<file path="src/hw/rtl/phb_pkg.sv">
// Shared types and constants for the path history buffer.
`default_nettype none
package phb_pkg;
   localparam int TRAIL_DEPTH = 256;
   localparam int FRAC_BITS = 16;
   localparam logic [31:0] MIN_SPACING_RESET = 32'd65536;
   localparam logic [33:0] MAX_LENGTH_RESET = 34'd327680;
   localparam logic [0:0] REG_MIN_SPACING = 1'b0;
   localparam logic [0:0] REG_MAX_LENGTH = 1'b1;
   localparam int ROOT_BITS = 34;

   typedef struct packed {
      logic signed [31:0] pos_x;
      logic signed [31:0] pos_y;
      logic signed [31:0] pos_z;
   } req_type;

   typedef struct packed {
      logic        accepted;
      logic [8:0]  stored_points;
      logic [33:0] arc_length;
      logic [8:0]  trimmed_count;
      logic        overflow;
   } rsp_type;

   typedef struct packed {
      logic capture;
      logic rd_newest;
      logic diff_start;
      logic square_step;
      logic root_start;
      logic root_step;
      logic write_new;
      logic write_first;
      logic drop_full;
      logic rd_next;
      logic drop_step;
      logic clear_counts;
      logic load_rsp;
   } cmd_type;

   typedef struct packed {
      logic empty;
      logic full;
      logic regs_zero;
      logic far_enough;
      logic root_done;
      logic square_done;
      logic over_length;
   } status_type;
endpackage
`default_nettype wire

</file>
<file path="src/hw/rtl/phb_control.sv">
// Controller state machine of the path history buffer.
`default_nettype none
module phb_control (
   input  wire logic             clock,
   input  wire logic             reset,
   input  wire logic             req_valid,
   output logic                  req_ready,
   output logic                  rsp_valid,
   input  wire logic             rsp_ready,
   input  wire phb_pkg::status_type status,
   output phb_pkg::cmd_type      cmd
);
   typedef enum logic [3:0] {
      S_IDLE, S_CHECK, S_READ, S_DIFF, S_SQUARE, S_ROOT, S_DECIDE,
      S_FULLRD, S_FULLDROP, S_APPEND, S_TRIMRD, S_TRIM, S_DONE, S_OUT
   } state_type;

   state_type state_ff;
   logic rsp_valid_ff;
   logic sq_toggle_ff;

   always_comb begin
      cmd = '0;
      unique case (state_ff)
         S_IDLE: begin
            cmd.capture = req_valid;
            cmd.clear_counts = req_valid;
         end
         S_CHECK: cmd.rd_newest = 1'b1;
         S_READ: cmd.diff_start = 1'b1;
         S_SQUARE: cmd.square_step = !status.square_done && !sq_toggle_ff;
         S_DIFF: cmd.root_start = 1'b1;
         S_ROOT: cmd.root_step = !status.root_done;
         S_DECIDE: cmd.rd_next = 1'b1;
         S_FULLRD: cmd.rd_next = 1'b1;
         S_FULLDROP: cmd.drop_full = 1'b1;
         S_APPEND: cmd.write_new = 1'b1;
         S_TRIMRD: cmd.rd_next = 1'b1;
         S_TRIM: cmd.drop_step = status.over_length;
         S_DONE: cmd.load_rsp = !rsp_valid_ff;
         S_OUT: ;
         default: ;
      endcase
      if (state_ff == S_CHECK && !status.regs_zero && status.empty) begin
         cmd.write_first = 1'b1;
         cmd.rd_newest = 1'b0;
      end
   end

   assign req_ready = (state_ff == S_IDLE);
   assign rsp_valid = rsp_valid_ff;

   always_ff @(posedge clock) begin
      if (reset) begin
         state_ff <= S_IDLE;
         rsp_valid_ff <= 1'b0;
         sq_toggle_ff <= 1'b0;
      end else begin
         if (rsp_valid_ff && rsp_ready) begin
            rsp_valid_ff <= 1'b0;
         end
         unique case (state_ff)
            S_IDLE: if (req_valid) state_ff <= S_CHECK;
            S_CHECK: begin
               if (status.regs_zero || status.empty) state_ff <= S_DONE;
               else state_ff <= S_READ;
            end
            S_READ: begin
               state_ff <= S_SQUARE;
               sq_toggle_ff <= 1'b0;
            end
            S_SQUARE: begin
               sq_toggle_ff <= !sq_toggle_ff;
               if (status.square_done) state_ff <= S_DIFF;
            end
            S_DIFF: state_ff <= S_ROOT;
            S_ROOT: if (status.root_done) state_ff <= S_DECIDE;
            S_DECIDE: begin
               if (!status.far_enough) state_ff <= S_DONE;
               else if (status.full) state_ff <= S_FULLDROP;
               else state_ff <= S_APPEND;
            end
            S_FULLRD: state_ff <= S_FULLDROP;
            S_FULLDROP: state_ff <= S_APPEND;
            S_APPEND: state_ff <= S_TRIMRD;
            S_TRIMRD: state_ff <= S_TRIM;
            S_TRIM: begin
               if (status.over_length) state_ff <= S_TRIMRD;
               else state_ff <= S_DONE;
            end
            S_DONE: if (!rsp_valid_ff) state_ff <= S_OUT;
            S_OUT: begin
               if (!rsp_valid_ff) begin
                  rsp_valid_ff <= 1'b1;
                  state_ff <= S_IDLE;
               end
            end
            default: state_ff <= S_IDLE;
         endcase
      end
   end
endmodule
`default_nettype wire

</file>
<file path="config.mk">
export PLATFORM = sky130hd
export DESIGN_NAME = phb_control
export DESIGN_NICKNAME = d
export VERILOG_FILES = /design/src/hw/rtl/phb_pkg.sv /design/src/hw/rtl/phb_control.sv
export SDC_FILE = /design/constraint.sdc
export NUM_CORES = 1
export LEC_CHECK = 0
export ABC_AREA = 1
export BUFFER_PORTS_ARGS = -buffer_cell sky130_fd_sc_hd__buf_2
export CORE_AREA = 5 5 42 44
export DETAILED_ROUTE_END_ITERATION = 8
export DIE_AREA = 0 0 47 49
export PLACE_DENSITY = 0.78
export SYNTH_ARGS = -nofsm -noshare
export SYNTH_HDL_FRONTEND = slang
export SYNTH_SLANG_ARGS = --single-unit
</file>
<file path="constraint.sdc">
create_clock -name clock -period 1.7 [get_ports clock]
set_input_delay 0.085 -clock clock [delete_from_list [all_inputs] [get_ports clock]]
set_output_delay 0.085 -clock clock [all_outputs]
set_load 0.005 [all_outputs]
</file>
After elaboration in Yosys (flattened, before gate mapping)
Index checks and enable logic that the tools add are counted.

Register bits after elaboration: 6. Latch bits: 0. RAM bits: 0. ROM bits: 0. Bits of input ports: 11. Word-level logic and storage cells: 62. Memories kept: 0.

Add/subtract/negate cells: 0. $mul: 0. Divide/modulo/power cells: 0. $lt $le $gt $ge: 0. Equality and inequality tests: 18. Shift operators: 0. Muxes and demuxes: 27. Bitwise operators: 0. Reductions and logical operators: 14.

Operators with widths (count): $pmux W4 S14 (1); $eq A4 B4 Y1 const B (6); $mux W4 (6); $mux W1 (17); $eq A4 B3 Y1 const B (4); $ne A2 B2 Y1 const B (5); $eq A4 B2 Y1 const B (2); $mux W3 (2); $logic_not A1 Y1 (5); $reduce_and A5 Y1 (1); $eq A4 B1 Y1 const B (1); $logic_and A1 B1 Y1 (4); $logic_not A4 Y1 (1); $reduce_or A3 Y1 (1); $pmux W1 S2 (1); $reduce_bool A2 Y1 (1); $logic_or A1 B1 Y1 (1).

Longest topological paths before layout
Word-level depth: 4. Gate-level depth with buffers: 8. Gate-level depth less buffers: 8.

Worst setup path after synthesis
No wires, ideal clock.

Path kind: flip-flop to flip-flop. Start point: register state_ff[0]. End point: register state_ff[0]. Setup time: 0.122 ns. Arrival time: 0.991 ns. Required time: 1.578 ns. Slack: 0.588 ns. Stages on the path, launching flop included: 9. Path through: dfxtp_1 -> nor2_2 -> inv_2 -> nor2_2 -> nand2_1 -> nand2_1 -> nor2_2 -> nand2_1 -> a21oi_1.

Word-level cells in the longest chain between the ends: 3. Elaborated cells between the ends (all ways): 21. Those cells by class: 18 x eq/ne; 1 x mux; 2 x reduce/logical.

RTL lines: from (decl) (RTL line phb_control.sv:18) `state_type state_ff;`; from (signal assigned) (RTL line phb_control.sv:55) `state_ff <= S_IDLE;`; from (signal assigned) (RTL line phb_control.sv:63) `S_IDLE: if (req_valid) state_ff <= S_CHECK;`; from (signal assigned) (RTL line phb_control.sv:65) `if (status.regs_zero || status.empty) state_ff <= S_DONE;`; $logic_not A4 Y1 (*); named net req_ready (RTL line phb_control.sv:7) `output logic req_ready,`; $ne A2 B2 Y1 (no source line); $reduce_and A5 Y1 (no source line).

Mark *: on every way through the listed nets, which the timed path passes. The rest lies on a longest branch. A chain may end at the register's enable or synchronous reset.

==> key figures <==
Outcome
  • Run status: completed

Flow run
  • # Max-Cap Violations: 0

Clock network
  • CTS Buffer Depth: 2
  • CTS root buffer: clkbuf_4
  • CTS tree: done
  • Clock slew seen by the registers of the worst setup and hold paths: 0.04 ns
  • Setup Fix Bufs, Post-CTS: 0
  • Cts hold-fix bufs: 0
  • Clk sink count: 6
  • Clock buffer count from CTS: 3
  • Htree depth: 1
  • Clock Latency Late Sink: approximately 0.24 ns
  • Post-CTS Resized: 0

Setup path
  • Worst Setup End Kind: output port
  • Bufs and invs on worst path: 2
  • Crit path DAT: around 1.5 ns
  • Crit-path max cell delay: a little over 0.4 ns
  • Slowest CP cell: dfxtp_1
  • Setup crit start kind: flip-flop
  • CP required: between 1.5 and 2 ns
  • CP top delay family: simple AND/OR/NAND/NOR gates
  • Critical-path maximum fanout: 6
  • Crit Path Category: reg2out
  • Crit path cell chain: inv_1 > nor2_4 > nand2_1 > or2_1 > nor2_1 > buf_2

Routing
  • DRT Pass-1 Iters: 4
  • Routed Antenna Nets: 0
  • Final WL: approximately 1.5 mm
  • Via density per instance: between 4 and 5
  • Avg WL per Cell: 10.4 um
  • DRC marker count from the first detailed-route iteration: 26
  • DRC viols: 0
  • Via count: between 600 and 700

Floorplanning
  • Chip Height: approximately 49 um
  • Die Footprint: between 2000 and 2500 um^2
  • Row cnt: 14
  • Core area: 1400 um^2
  • Die width: roughly 47 um
  • Num ports: 26
  • Starting Density: 0.370

Finish
  • Nets: 136
  • Design area: ~700 um^2
  • Layout area overhead: 31.9%
  • Share of cells above drive strength 1: 0.301
  • N_diodes: 0

STA
  • Max Fclk: around 0.64 GHz
  • Hold Fails Final Rpt: 0
  • Setup-failing EPs final: 0
  • Final slew viol count: 0
  • Setup TNS: 0 ns
  • Slew @ Worst Pin: ~0.29 ns
  • Fin crit period: approximately 1.6 ns
  • Fraction of the cycle the final worst path needs: 0.912
  • Hold WS: around 0.037 ns
  • RSZ-0062 raised after global routing: no
  • Clock skew: 0.00180 ns
  • Rel. slew slack: 0.808

Synth
  • Most common cell in the netlist: nand2_1
  • Mapped Cells: 96
  • Post-synthesis async set-or-reset flop share: 0
  • Number of enable flip-flop cells after synthesis: 0
  • Post-synthesis register bit count: 6
  • Syn avg cell area: 5.40 um^2
  • Mapped Area: 518 um^2
  • Cell taking the most area after synthesis: dfxtp_1
  • Post-Syn Nets: approximately 110
  • Synth cell count leaders: 25 x nand2_1, 16 x inv_1, 16 x nor2_1, 8 x nand3_1
  • Post-synth cell types: 16
  • Largest cells by area after synthesis: dfxtp_1 23%, nand2_1 18%, inv_1 12%
  • Predominant post-synthesis flop cell: dfxtp_1
  • Synth top area share: 0.232
  • Ys Warns: 0
  • Sequential share of the synthesized area: 0.232

Placed design
  • Port buffer count: 25
  • Dpl hpwl: between 1 and 1.5 mm
  • GP Congestion: about 0.90
  • Dpl cell area: 656 um^2

Hold path
  • HP Class: in2reg

GRT
  • Vias in the first global route: roughly 600
  • Pin count of the biggest net entering global routing: 8
  • Global-route wire length before repair: about 2.3 mm
  • GRT Total Usage: 0.133
  • Total congestion overflow: 0
  • Initial antenna violation count: 0

Power
  • Total chip power: slightly above 1000 uW
  • Power per cell area: approximately 1500 nW/um^2
  • Maximum VDD drop: about 740 uV
  • Leak Pwr: 0.000438 uW
-- final timing paths --
check                    start  depth (start not counted)  slack [ns]           end
setup / recovery   state_ff[2]                          6        0.15        cmd[9]
hold reg to reg   sq_toggle_ff                          2        0.50  sq_toggle_ff
hold / removal       rsp_ready                          2        0.04     rsp_valid
setup reg to reg   state_ff[3]                          8        0.39   state_ff[0]
-- logic make-up (layout without fill, tap and decap cells) --
family | count (synthesis) | count (layout) | share of synthesized area
buffers and inverters | 19 | 46 | 0.145
AOI/OAI and AO/OA | 10 | 10 | 0.109
DFF | 6 | 6 | 0.232
and+or+nand+nor | 61 | 61 | 0.515
-- final cells by class --
class,instances,area (um^2)
fillers,154,718
multi-input cells,71,328
repair buffers,25,125
flip-flops and latches,6,120
inverters,18,67.6
clock buffers,3,22.5
well taps,16,20.0
-- where the power goes --
part / total [uW] / switching (uW) / internal [uW]
sequential: 268 / 76.4 / 191
combinational: 648 / 405 / 243
clock: 123 / 44.0 / 79.4
total: 1040 / 526 / 514
-- sequential cells by signal, summed over array words and instances, names as in the netlist --
register / count
rsp_valid: 1
state_ff: 4
sq_toggle_ff: 1
-- layout by cell type (no fill, tap or decap) --
master	netlist	final
a211oi_1	1	1
a21oi_1	5	5
a31o_2	1	1
buf_2	0	25
clkbuf_4	0	3
dfxtp_1	6	6
inv_1	16	16
inv_2	2	2
nand2_1	25	25
nand3_1	8	8
nand3b_1	1	1
nand4_1	1	1
nor2_1	16	16
nor2_2	6	5
nor2_4	0	1
nor3_1	3	3
o21ai_0	3	3
or2_1	1	1
-- through the flow --
stage / util / instances / setup slack, ns
floorplan: - / 96 / 0.588
global placement: 0.468 / 136 / 0.385
detailed placement: 0.468 / 136 / 0.368
CTS: 0.484 / 139 / 0.0982
global route: 0.488 / 139 / 0.00937
finish: 0.488 / 139 / 0.149
-- metal layers --
metal | vias up | wire length [um] | share of wire | global-route usage
met1 | 296 | 597 | 0.41 | 0.160
met3 | 4 | 109 | 0.075 | 0.0332
met5 | - | 0 | 0 | 0
met2 | 23 | 734 | 0.51 | 0.210
met4 | 0 | 10 | 0.0069 | 0.0645
li1 | 353 | - | - | -
Power figures use the tool's default switching activity.
